$ cat src/rtl/core/dtc_pkg.sv
// Shared types and constants for the trouble code table.
`default_nettype none
package dtc_pkg;
    localparam int CMD_W = 3;
    localparam logic [2:0] CMD_SET   = 3'd0;
    localparam logic [2:0] CMD_CLEAR = 3'd1;
    localparam logic [2:0] CMD_CLRALL = 3'd2;
    localparam logic [2:0] CMD_DM1   = 3'd3;
    localparam logic [2:0] CMD_DM2   = 3'd4;

    localparam logic [2:0] STS_OK      = 3'd0;
    localparam logic [2:0] STS_FULL    = 3'd1;
    localparam logic [2:0] STS_NOTFND  = 3'd2;
    localparam logic [2:0] STS_SMALL   = 3'd3;
    localparam logic [2:0] STS_NOTDUE  = 3'd4;

    localparam logic [1:0] ES_FREE = 2'd0;
    localparam logic [1:0] ES_CONF = 2'd1;
    localparam logic [1:0] ES_STOR = 2'd2;

    localparam logic [15:0] PERIOD_DEFAULT = 16'd1000;
    localparam logic [7:0] LAMP_ON = 8'hC0;
    localparam logic [31:0] NO_DTC_WORD = 32'hFFFF_FFFF;
    localparam logic [7:0] OCC_MAX = 8'd255;

    // one table entry as held in the memory
    typedef struct packed {
        logic [18:0] spn;
        logic [4:0]  fmi;
        logic [1:0]  lamp;
        logic [7:0]  occ;
    } entry_t;

    typedef struct packed {
        logic [2:0]  command;
        logic [18:0] spn;
        logic [4:0]  fmi;
        logic [1:0]  lamp;
        logic [63:0] now;
        logic [7:0]  max_bytes;
    } in_item_t;

    typedef struct packed {
        logic [2:0]  status;
        logic [31:0] word;
        logic [7:0]  message_length;
        logic        last;
        logic [3:0]  active_count;
        logic [3:0]  stored_count;
        logic [1:0]  highest_lamp;
    } out_item_t;
endpackage
`default_nettype wire

$ cat src/rtl/core/dtc_if.sv
// Valid/ready channel interfaces for commands, results and configuration.
`default_nettype none
interface dtc_in_if import dtc_pkg::*; ();
    logic     valid;
    logic     ready;
    in_item_t payload;
    modport source (output valid, output payload, input ready);
    modport sink (input valid, input payload, output ready);
endinterface

interface dtc_out_if import dtc_pkg::*; ();
    logic      valid;
    logic      ready;
    out_item_t payload;
    modport source (output valid, output payload, input ready);
    modport sink (input valid, input payload, output ready);
endinterface

interface dtc_cfg_if ();
    logic        valid;
    logic        ready;
    logic [15:0] data;
    modport source (output valid, output data, input ready);
    modport sink (input valid, input data, output ready);
endinterface
`default_nettype wire

$ cat src/rtl/core/dtc_mem.sv
// Entry memory: one write port, one registered read port.
`default_nettype none
module dtc_mem
    import dtc_pkg::*;
#(
    parameter int IDX_W = 3
) (
    input  wire logic             clk,
    input  wire logic             we,
    input  wire logic [IDX_W-1:0] waddr,
    input  wire entry_t           wdata,
    input  wire logic [IDX_W-1:0] raddr,
    output entry_t                rdata
);
    entry_t mem [2**IDX_W];

    // write and read in one clocked block
    always_ff @(posedge clk)
    begin
        if (we)
        begin
            mem[waddr] <= wdata;
        end
        rdata <= mem[raddr];
    end
endmodule
`default_nettype wire

$ cat src/rtl/core/diagnostic_trouble_code_table_unit.sv
// Top level: fault code table sequencer with DM1/DM2 message builder.
//
// channel | dir | transaction
// cmd     | in  | one command with key, lamp, time and buffer room
// res     | out | one result word, one or more per build command
// cfg     | in  | DM1 period in ms, zero means 1000
//
// Set and clear scan the table with one memory read per cycle, then pass
// through write back (S_WB) and output (S_OUT); clear_all and unused codes
// go straight to write back. Builds: a header word, or a single NOTDUE or
// SMALL status word, then each listed entry is found by walking the table
// slots (S_LIST) and sent from the registered read (S_EMIT); an empty list
// adds one filler word. A command is taken only when idle with the output
// register empty; res.ready low holds the current word and stalls the walk.
// Reset frees all entries, clears counts and DM1 timing, restores the period.
`default_nettype none
module diagnostic_trouble_code_table_unit
    import dtc_pkg::*;
#(
    parameter int MAX_ENTRIES = 8
) (
    input wire logic clk,
    input wire logic rst_n,
    dtc_in_if.sink   cmd,
    dtc_out_if.source res,
    dtc_cfg_if.sink  cfg
);
    localparam int IDX_W = (MAX_ENTRIES > 1) ? $clog2(MAX_ENTRIES) : 1;
    localparam int CNT_W = $clog2(MAX_ENTRIES + 1);
    localparam logic [IDX_W-1:0] LAST_IDX = IDX_W'(MAX_ENTRIES - 1);

    typedef enum logic [7:0] {
        S_IDLE = 8'b00000001,
        S_SCAN = 8'b00000010,
        S_WB   = 8'b00000100,
        S_OUT  = 8'b00001000,
        S_HEAD = 8'b00010000,
        S_LIST = 8'b00100000,
        S_EMIT = 8'b01000000,
        S_FILL = 8'b10000000
    } state_t;

    state_t state_reg, state_next;
    in_item_t item_reg, item_next;
    logic [15:0] period_reg, period_next;
    logic [63:0] last_time_reg, last_time_next;
    logic        dm1_sent_reg, dm1_sent_next;
    logic [1:0]  status_reg [MAX_ENTRIES];
    logic [1:0]  status_next [MAX_ENTRIES];
    logic [1:0]  lamp_reg [MAX_ENTRIES];
    logic [1:0]  lamp_next [MAX_ENTRIES];
    logic [CNT_W-1:0] conf_reg, conf_next, stor_reg, stor_next;
    logic [IDX_W-1:0] idx_reg, idx_next;
    logic        rd_valid_reg, rd_valid_next;
    logic [IDX_W-1:0] rd_idx_reg, rd_idx_next;
    logic        found_reg, found_next;
    logic [IDX_W-1:0] hit_reg, hit_next;
    entry_t      ent_reg, ent_next;
    logic [2:0]  sts_reg, sts_next;
    logic [63:0] elapsed_reg, elapsed_next;
    logic [7:0]  len_reg, len_next;
    logic [CNT_W-1:0] left_reg, left_next;
    logic        out_valid_reg, out_valid_next;
    out_item_t   out_reg, out_next;

    logic        we;
    logic [IDX_W-1:0] waddr, raddr;
    entry_t      wdata, rdata;

    dtc_mem #(.IDX_W(IDX_W)) u_mem (
        .clk(clk), .we(we), .waddr(waddr), .wdata(wdata),
        .raddr(raddr), .rdata(rdata)
    );

    // highest lamp among confirmed entries
    logic [1:0] hl;
    always_comb
    begin
        hl = 2'd0;
        for (int i = 0; i < MAX_ENTRIES; i++)
        begin
            if (status_reg[i] == ES_CONF && lamp_reg[i] > hl)
            begin
                hl = lamp_reg[i];
            end
        end
    end

    // lowest free slot
    logic free_ok;
    logic [IDX_W-1:0] free_idx;
    always_comb
    begin
        free_ok = 1'b0;
        free_idx = '0;
        for (int i = MAX_ENTRIES - 1; i >= 0; i--)
        begin
            if (status_reg[i] == ES_FREE)
            begin
                free_ok = 1'b1;
                free_idx = IDX_W'(i);
            end
        end
    end

    logic out_free;
    assign out_free = !out_valid_reg || res.ready;
    assign cmd.ready = (state_reg == S_IDLE) && !out_valid_reg;
    assign cfg.ready = 1'b1;
    assign res.valid = out_valid_reg;
    assign res.payload = out_reg;

    logic [1:0] want;
    assign want = (item_reg.command == CMD_DM1) ? ES_CONF : ES_STOR;

    logic rd_match;
    assign rd_match = rd_valid_reg && status_reg[rd_idx_reg] != ES_FREE
                      && rdata.spn == item_reg.spn && rdata.fmi == item_reg.fmi;

    // DM1 period in microseconds
    logic [25:0] dm1_limit;
    assign dm1_limit = 26'(period_reg) * 26'd1000;

    // result payload builder
    function automatic out_item_t mk(input logic [2:0] st, input logic [31:0] w,
                                     input logic [7:0] len, input logic lst,
                                     input logic [CNT_W-1:0] a,
                                     input logic [CNT_W-1:0] s,
                                     input logic [1:0] h);
        out_item_t o;
        o.status = st;
        o.word = w;
        o.message_length = len;
        o.last = lst;
        o.active_count = 4'(a);
        o.stored_count = 4'(s);
        o.highest_lamp = h;
        return o;
    endfunction

    // count listed entries ahead of building so length is known
    logic [7:0] msg_len;
    logic [CNT_W-1:0] nwant;
    logic [7:0] fit;
    logic [7:0] lcnt8;
    logic [CNT_W-1:0] lcnt;
    always_comb
    begin
        nwant = '0;
        for (int i = 0; i < MAX_ENTRIES; i++)
        begin
            if (status_reg[i] == want)
            begin
                nwant = nwant + CNT_W'(1);
            end
        end
        fit = (item_reg.max_bytes - 8'd4) >> 2;
        lcnt8 = (8'(nwant) < fit) ? 8'(nwant) : fit;
        lcnt = CNT_W'(lcnt8);
        msg_len = (lcnt8 == 8'd0) ? 8'd8 : 8'd4 + {lcnt8[5:0], 2'b00};
    end

    logic [31:0] head_word;
    assign head_word = {(hl == 2'd2) ? LAMP_ON : 8'h00,
                        (hl == 2'd3) ? LAMP_ON : 8'h00,
                        (hl == 2'd3) ? LAMP_ON : 8'h00,
                        (hl == 2'd1 || hl == 2'd2) ? LAMP_ON : 8'h00};

    // sequencer next state
    always_comb
    begin
        state_next = state_reg;
        item_next = item_reg;
        period_next = period_reg;
        last_time_next = last_time_reg;
        dm1_sent_next = dm1_sent_reg;
        status_next = status_reg;
        lamp_next = lamp_reg;
        conf_next = conf_reg;
        stor_next = stor_reg;
        idx_next = idx_reg;
        rd_valid_next = rd_valid_reg;
        rd_idx_next = rd_idx_reg;
        found_next = found_reg;
        hit_next = hit_reg;
        ent_next = ent_reg;
        sts_next = sts_reg;
        elapsed_next = elapsed_reg;
        len_next = len_reg;
        left_next = left_reg;
        out_valid_next = out_valid_reg;
        out_next = out_reg;
        we = 1'b0;
        waddr = hit_reg;
        wdata = ent_reg;
        raddr = idx_reg;

        // configuration write
        if (cfg.valid && cfg.ready)
        begin
            period_next = (cfg.data == 16'd0) ? PERIOD_DEFAULT : cfg.data;
        end
        // drop the word once taken
        if (out_valid_reg && res.ready)
        begin
            out_valid_next = 1'b0;
        end

        case (state_reg)
            S_IDLE:
            begin
                if (cmd.valid && cmd.ready)
                begin
                    item_next = cmd.payload;
                    idx_next = '0;
                    rd_valid_next = 1'b0;
                    found_next = 1'b0;
                    elapsed_next = cmd.payload.now - last_time_reg;
                    if (cmd.payload.command == CMD_SET || cmd.payload.command == CMD_CLEAR)
                    begin
                        state_next = S_SCAN;
                    end
                    else if (cmd.payload.command == CMD_DM1
                             || cmd.payload.command == CMD_DM2)
                    begin
                        state_next = S_HEAD;
                    end
                    else
                    begin
                        state_next = S_WB;
                    end
                end
            end
            S_SCAN:
            begin
                // one read issued and one read checked per cycle
                rd_valid_next = 1'b1;
                rd_idx_next = idx_reg;
                if (idx_reg != LAST_IDX)
                begin
                    idx_next = idx_reg + IDX_W'(1);
                end
                if (rd_match && !found_reg)
                begin
                    found_next = 1'b1;
                    hit_next = rd_idx_reg;
                    ent_next = rdata;
                end
                if (rd_valid_reg && rd_idx_reg == LAST_IDX)
                begin
                    rd_valid_next = 1'b0;
                    state_next = S_WB;
                end
            end
            S_WB:
            begin
                // modify status and counts; set and clear write the entry back
                state_next = S_OUT;
                sts_next = STS_OK;
                case (item_reg.command)
                    CMD_SET:
                    begin
                        if (found_reg)
                        begin
                            if (status_reg[hit_reg] == ES_STOR)
                            begin
                                stor_next = stor_reg - CNT_W'(1);
                                conf_next = conf_reg + CNT_W'(1);
                            end
                            status_next[hit_reg] = ES_CONF;
                            we = 1'b1;
                            waddr = hit_reg;
                            wdata = ent_reg;
                            if (ent_reg.occ != OCC_MAX)
                            begin
                                wdata.occ = ent_reg.occ + 8'd1;
                            end
                            if (item_reg.lamp > ent_reg.lamp)
                            begin
                                wdata.lamp = item_reg.lamp;
                                lamp_next[hit_reg] = item_reg.lamp;
                            end
                        end
                        else if (free_ok)
                        begin
                            status_next[free_idx] = ES_CONF;
                            lamp_next[free_idx] = item_reg.lamp;
                            conf_next = conf_reg + CNT_W'(1);
                            we = 1'b1;
                            waddr = free_idx;
                            wdata.spn = item_reg.spn;
                            wdata.fmi = item_reg.fmi;
                            wdata.lamp = item_reg.lamp;
                            wdata.occ = 8'd1;
                        end
                        else
                        begin
                            sts_next = STS_FULL;
                        end
                    end
                    CMD_CLEAR:
                    begin
                        if (found_reg)
                        begin
                            if (status_reg[hit_reg] == ES_CONF)
                            begin
                                conf_next = conf_reg - CNT_W'(1);
                                stor_next = stor_reg + CNT_W'(1);
                            end
                            status_next[hit_reg] = ES_STOR;
                            lamp_next[hit_reg] = 2'd0;
                            we = 1'b1;
                            waddr = hit_reg;
                            wdata = ent_reg;
                            wdata.lamp = 2'd0;
                        end
                        else
                        begin
                            sts_next = STS_NOTFND;
                        end
                    end
                    CMD_CLRALL:
                    begin
                        for (int i = 0; i < MAX_ENTRIES; i++)
                        begin
                            status_next[i] = ES_FREE;
                            lamp_next[i] = 2'd0;
                        end
                        conf_next = '0;
                        stor_next = '0;
                    end
                    default:
                    begin
                    end
                endcase
            end
            S_OUT:
            begin
                if (out_free)
                begin
                    out_valid_next = 1'b1;
                    out_next = mk(sts_reg, 32'd0, 8'd0, 1'b1, conf_reg, stor_reg, hl);
                    state_next = S_IDLE;
                end
            end
            S_HEAD:
            begin
                if (out_free)
                begin
                    out_valid_next = 1'b1;
                    if (item_reg.command == CMD_DM1 && dm1_sent_reg
                        && elapsed_reg < 64'(dm1_limit))
                    begin
                        out_next = mk(STS_NOTDUE, 32'd0, 8'd0, 1'b1, conf_reg, stor_reg, hl);
                        state_next = S_IDLE;
                    end
                    else if (item_reg.max_bytes < 8'd8)
                    begin
                        out_next = mk(STS_SMALL, 32'd0, 8'd0, 1'b1, conf_reg, stor_reg, hl);
                        state_next = S_IDLE;
                    end
                    else
                    begin
                        if (item_reg.command == CMD_DM1)
                        begin
                            last_time_next = item_reg.now;
                            dm1_sent_next = 1'b1;
                        end
                        out_next = mk(STS_OK,
                                      (item_reg.command == CMD_DM1) ? head_word : 32'd0,
                                      msg_len, 1'b0, conf_reg, stor_reg, hl);
                        len_next = msg_len;
                        left_next = lcnt;
                        idx_next = '0;
                        state_next = (lcnt == '0) ? S_FILL : S_LIST;
                    end
                end
            end
            S_LIST:
            begin
                // skip entries not of the listed kind; a hit reads its entry
                if (status_reg[idx_reg] == want)
                begin
                    state_next = S_EMIT;
                end
                else
                begin
                    idx_next = idx_reg + IDX_W'(1);
                end
            end
            S_EMIT:
            begin
                // read data holds while the address holds
                if (out_free)
                begin
                    out_valid_next = 1'b1;
                    out_next = mk(STS_OK,
                                  {rdata.occ, rdata.spn[18:16], rdata.fmi, rdata.spn[15:0]},
                                  len_reg, left_reg == CNT_W'(1), conf_reg, stor_reg, hl);
                    left_next = left_reg - CNT_W'(1);
                    idx_next = idx_reg + IDX_W'(1);
                    state_next = (left_reg == CNT_W'(1)) ? S_IDLE : S_LIST;
                end
            end
            S_FILL:
            begin
                if (out_free)
                begin
                    out_valid_next = 1'b1;
                    out_next = mk(STS_OK, NO_DTC_WORD, len_reg, 1'b1, conf_reg, stor_reg, hl);
                    state_next = S_IDLE;
                end
            end
            default:
            begin
                state_next = S_IDLE;
            end
        endcase
    end

    always_ff @(posedge clk or negedge rst_n)
    begin
        if (!rst_n)
        begin
            state_reg <= S_IDLE;
            item_reg <= '0;
            period_reg <= PERIOD_DEFAULT;
            last_time_reg <= '0;
            dm1_sent_reg <= 1'b0;
            for (int i = 0; i < MAX_ENTRIES; i++)
            begin
                status_reg[i] <= ES_FREE;
                lamp_reg[i] <= 2'd0;
            end
            conf_reg <= '0;
            stor_reg <= '0;
            idx_reg <= '0;
            rd_valid_reg <= 1'b0;
            rd_idx_reg <= '0;
            found_reg <= 1'b0;
            hit_reg <= '0;
            ent_reg <= '0;
            sts_reg <= STS_OK;
            elapsed_reg <= '0;
            len_reg <= '0;
            left_reg <= '0;
            out_valid_reg <= 1'b0;
            out_reg <= '0;
        end
        else
        begin
            state_reg <= state_next;
            item_reg <= item_next;
            period_reg <= period_next;
            last_time_reg <= last_time_next;
            dm1_sent_reg <= dm1_sent_next;
            status_reg <= status_next;
            lamp_reg <= lamp_next;
            conf_reg <= conf_next;
            stor_reg <= stor_next;
            idx_reg <= idx_next;
            rd_valid_reg <= rd_valid_next;
            rd_idx_reg <= rd_idx_next;
            found_reg <= found_next;
            hit_reg <= hit_next;
            ent_reg <= ent_next;
            sts_reg <= sts_next;
            elapsed_reg <= elapsed_next;
            len_reg <= len_next;
            left_reg <= left_next;
            out_valid_reg <= out_valid_next;
            out_reg <= out_next;
        end
    end
endmodule
`default_nettype wire
$ cat src/flat_wrapper.sv
// flat-port wrapper written by rule: the top's interface ports become plain ports
module diagnostic_trouble_code_table_unit_flat import dtc_pkg::*;
#(
    parameter int MAX_ENTRIES = 8
)
  (clk, rst_n, cmd_valid, cmd_payload, cmd_ready, res_valid, res_payload, res_ready, cfg_valid, cfg_data, cfg_ready);
  dtc_in_if cmd_i ();
  dtc_out_if res_i ();
  dtc_cfg_if cfg_i ();
  input wire logic clk;
  input wire logic rst_n;
  input wire logic [$bits(cmd_i.valid)-1:0] cmd_valid;
  input wire logic [$bits(cmd_i.payload)-1:0] cmd_payload;
  output wire logic [$bits(cmd_i.ready)-1:0] cmd_ready;
  output wire logic [$bits(res_i.valid)-1:0] res_valid;
  output wire logic [$bits(res_i.payload)-1:0] res_payload;
  input wire logic [$bits(res_i.ready)-1:0] res_ready;
  input wire logic [$bits(cfg_i.valid)-1:0] cfg_valid;
  input wire logic [$bits(cfg_i.data)-1:0] cfg_data;
  output wire logic [$bits(cfg_i.ready)-1:0] cfg_ready;
  assign cmd_i.valid = cmd_valid;
  assign cmd_i.payload = cmd_payload;
  assign cmd_ready = cmd_i.ready;
  assign res_valid = res_i.valid;
  assign res_payload = res_i.payload;
  assign res_i.ready = res_ready;
  assign cfg_i.valid = cfg_valid;
  assign cfg_i.data = cfg_data;
  assign cfg_ready = cfg_i.ready;
  diagnostic_trouble_code_table_unit #(.MAX_ENTRIES(MAX_ENTRIES)) u_core (.clk(clk), .rst_n(rst_n), .cmd(cmd_i), .res(res_i), .cfg(cfg_i));
endmodule
$ cat config.mk
export PLATFORM = sky130hd
export DESIGN_NAME = diagnostic_trouble_code_table_unit_flat
export DESIGN_NICKNAME = d
export VERILOG_FILES = /design/src/rtl/core/dtc_pkg.sv /design/src/rtl/core/dtc_if.sv /design/src/rtl/core/dtc_mem.sv /design/src/rtl/core/diagnostic_trouble_code_table_unit.sv /design/src/flat_wrapper.sv
export SDC_FILE = /design/constraint.sdc
export NUM_CORES = 2
export LEC_CHECK = 0
export BUFFER_PORTS_ARGS = -buffer_cell sky130_fd_sc_hd__buf_4
export CAP_MARGIN = 0
export CORE_MARGIN = 2
export CORE_UTILIZATION = 40
export CTS_BUF_LIST = sky130_fd_sc_hd__clkbuf_8
export DETAILED_ROUTE_END_ITERATION = 12
export GPL_TIMING_DRIVEN = 0
export SYNTH_ARGS = -nofsm -noshare
export SYNTH_HDL_FRONTEND = slang
export SYNTH_SLANG_ARGS = --single-unit
$ cat constraint.sdc
create_clock -name clk -period 9.3 [get_ports clk]
set_clock_uncertainty 0.2 [all_clocks]
set_input_delay 1.395 -clock clk [delete_from_list [all_inputs] [get_ports clk]]
set_output_delay 1.395 -clock clk [all_outputs]
set_load 0.05 [all_outputs]
==> results.sh <==
export IMPL_synth_edf_count=272
export IMPL_worstMarginPinSlew_ps=1310
export IMPL_grt_util_all_layers=0.212
export IMPL_yosys_top_cells_area="dfrtp_1 27%, edfxtp_1 22%, nand2_1 6.5%"
export IMPL_dp_hpwl_um=70900
export IMPL_finalNonFillerCells=4859
export IMPL_cp_end_kind="flip-flop"
export IMPL_drtPass1Iterations=5
export IMPL_synthXorXnorAreaFrac=0.0322
export IMPL_die_w_um=305
export IMPL_comb_power_share=0.499
export IMPL_clk_pin_slew_ps=60
export IMPL_regArea_um2=18800
export IMPL_grt_pass1_vias=26000
export IMPL_finalCritPeriodShare=0.930
export IMPL_fmax_ghz=0.116
export IMPL_coreArea_um2=90000
export IMPL_rows=110
export IMPL_setup_viol=0
export IMPL_die_area_um2=93300
export IMPL_synth_compound_gate_area_share=0.110
export IMPL_largest_reg_flops=272
export IMPL_clock_power_share=0.198
export IMPL_cts_made_buffers=117
export IMPL_drv_cap=0
export IMPL_cp_slowest_cell="mux2_2"
export IMPL_die_h_um=305
export IMPL_h_tree_depth=3
export IMPL_final_hold_violation_count=0
export IMPL_critPathMaxStageDelay_ps=360
export IMPL_start_util=0.404
export IMPL_required_ps=9690
export IMPL_final_util=0.468
export IMPL_num_vias=25900
export IMPL_critPathLaunchType="flip-flop"
export IMPL_cp_arrival_ps=9040
export IMPL_ir_drop_v=0.000383
export IMPL_worstHoldPathCells=2
export IMPL_wire_per_inst_um=20.1
export IMPL_synth_ff_type="dfrtp_1"
export IMPL_leakagePower_nw=18.2
export IMPL_cts_sinks=705
export IMPL_antenna_found_initial=4
export IMPL_boundaryPins=179
export IMPL_async_reset_ff_frac=0.566
export IMPL_viasPerCell=5.34
export IMPL_yosysTopAreaCell="dfrtp_1"
export IMPL_synth_distinct_cells=89
export IMPL_pwr_density_cell_nw_per_um2=336
export IMPL_grt_overflow_total=0
export IMPL_maxSlewViolCount=0
export IMPL_io_buffers=172
export IMPL_swShare=0.418
export IMPL_syn_to_final_growth_pct=15.8
export IMPL_yosysSeqAreaShare=0.518
export IMPL_p_total_mw=14.2
export IMPL_fin_nets=3929
export IMPL_grt_max_degree=116
export IMPL_synth_top_family_by_area="simple AND/OR/NAND/NOR gates"
export IMPL_path_max_fanout=9
export IMPL_root_buffer="clkbuf_8"
export IMPL_ctsHoldBuffers=0
export IMPL_layout_drive_gt1_share=0.177
export IMPL_max_slew_margin=0.115
export IMPL_syn_inst=3261
export IMPL_clk_latency_ps=810
export IMPL_routed_wl_um=97900
export IMPL_multiInputGateArea_um2=16500
export IMPL_outcome="finished, final reports clean"
export IMPL_n_fill_cell=8361
export IMPL_reg2reg_depth=42
export IMPL_drc=0
export IMPL_p_int_mw=8.24
export IMPL_cts_path_max_buffers=3
export IMPL_gp_congestion=0.876
export IMPL_synth_simple_gate_area_share=0.125
export IMPL_period_minus_slack_ps=8650
export IMPL_hp_class="reg2reg"
export IMPL_synth_area_per_cell_um2=11.1
export IMPL_grt_pass1_wl_um=154000
export IMPL_drtIter0Drc=2034
export IMPL_ant_nets=0
export IMPL_synth_top_area_share=0.270
export IMPL_crit_top_cell="ha_1"
export IMPL_power_frac_seq=0.303
export IMPL_ys_ff_latch=705
export IMPL_placedCellCount=4636
export IMPL_yosys_area_share_adder=0.0903
export IMPL_yosys_warnings=0
export IMPL_p_switching_mw=5.92
export IMPL_cts_tree="done"
export IMPL_syn_area_um2=36400
export IMPL_crit_type="reg2reg"
export IMPL_synth_area_mux_share=0.0911
[routing by layer]
| layer | track usage | vias to the layer above | routed length [um] |
|---|---|---|---|
| met5 | 0 | - | 26 |
| met2 | 0.336 | 671 | 45200 |
| li1 | - | 12300 | - |
| met4 | 0.0573 | 4 | 2400 |
| met3 | 0.0404 | 146 | 5690 |
| met1 | 0.298 | 12800 | 44600 |
[power by group through the flow]
stage	registers [mW]	logic [mW]	clock network, mW
after CTS	4.29	6.87	2.87
after floorplan	4.46	4.86	0
final	4.29	7.07	2.80
after detailed placement	4.34	6.82	0
after global routing	4.37	8.05	3.01
after global placement	4.33	6.70	0
[layout by cell type (no fill, tap or decap), drive strengths merged, types with 37 or more instances in the layout]
cell      n
clkbuf  253
xnor2    78
o21ai   220
dfrtp   392
mux2    140
edfxtp  272
ha      172
buf     232
a21oi   165
xor2     53
inv     199
mux4     73
a21o     64
nand2   631
nor3     37
nor2    120
fa       56
[worst paths after layout]
path	to	slack, ps	startpoint
worst max-delay path	u_core.res.payload[25]	650	u_core.status_reg[14]
worst min-delay path	u_core.item_reg[65]	270	u_core.item_reg[65]
worst max register to register	u_core.res.payload[25]	650	u_core.status_reg[14]
worst min register to register	u_core.item_reg[65]	270	u_core.item_reg[65]
max in group asynchronous	u_core.last_time_reg[35]	6940	rst_n
min in group asynchronous	u_core.status_reg[9]	360	rst_n
[through the flow]
step / hold slack [ps] / instance area, um2 / setup slack [ps] / TNS (ps)
floorplan: 225 / 36400 / 1460 / 0
global placement: 244 / 39100 / -315 / -19200
detailed placement: 259 / 39600 / -134 / -376
CTS: 272 / 42000 / -22.3 / -44.4
global route: 281 / 42100 / -51.6 / -99.2
finish: 267 / 42100 / 654 / 0
[worst max-delay path, delay by kind of cell (launching register included)]
kind | cells | cell delay (ps)
buffers and inverters | 2 | 270
AO/OA/AOI/OAI | 17 | 3090
adder cells (fa/ha/maj) | 9 | 2390
flip-flops | 1 | 320
AND/OR/NAND/NOR | 13 | 1810
multiplexers | 1 | 360
[cell families (layout without fill, tap and decap cells)]
| logic type | count (synthesis) | in the layout |
|---|---|---|
| muxes | 221 | 221 |
| AOI/OAI and AO/OA | 642 | 642 |
| DFF | 705 | 705 |
| adders and majority gates | 229 | 229 |
| and+or+nand+nor | 1028 | 1028 |
| other | 2 | 8 |
| xor gates and xnor gates | 131 | 131 |
| buffers and inverters | 303 | 719 |
[synthesized netlist by cell type (all sizes together), types with 8 or more instances]
master	number
a22oi	15
o21ai	220
ha	172
xor2	53
o41ai	9
o22a	8
o21bai	13
nor3	37
a22o	25
or3	9
dfrtp	392
o22ai	13
nor4	22
inv	154
mux2	140
a211oi	13
nand2	631
nand3	34
o31ai	10
xnor2	78
nand4	33
nor2b	25
nand2b	32
and3	19
nor2	120
mux2i	8
fa	56
and2	17
nor3b	12
a21oi	165
mux4	73
edfxtp	272
a21o	64
clkbuf	115
or2	8
buf	33
a31oi	11
dfxtp	34
[final cells by class]
type | instances | share of cell area
repair buffers | 199 | 0.0408
multi-input cells | 2254 | 0.391
clock buffers | 139 | 0.0454
inverters | 155 | 0.0138
clock inverters | 79 | 0.0118
diodes | 5 | 0.000297
plain buffers | 147 | 0.0144
flip-flops and latches | 705 | 0.448
well taps | 1176 | 0.0349
[repair_timing]
item,CTS,global route
cloned,0,0
setup buffers,0,1
endpoints found under the setup margin,3,66
gates resized for setup,2,23
Power figures use the tool's default switching activity.
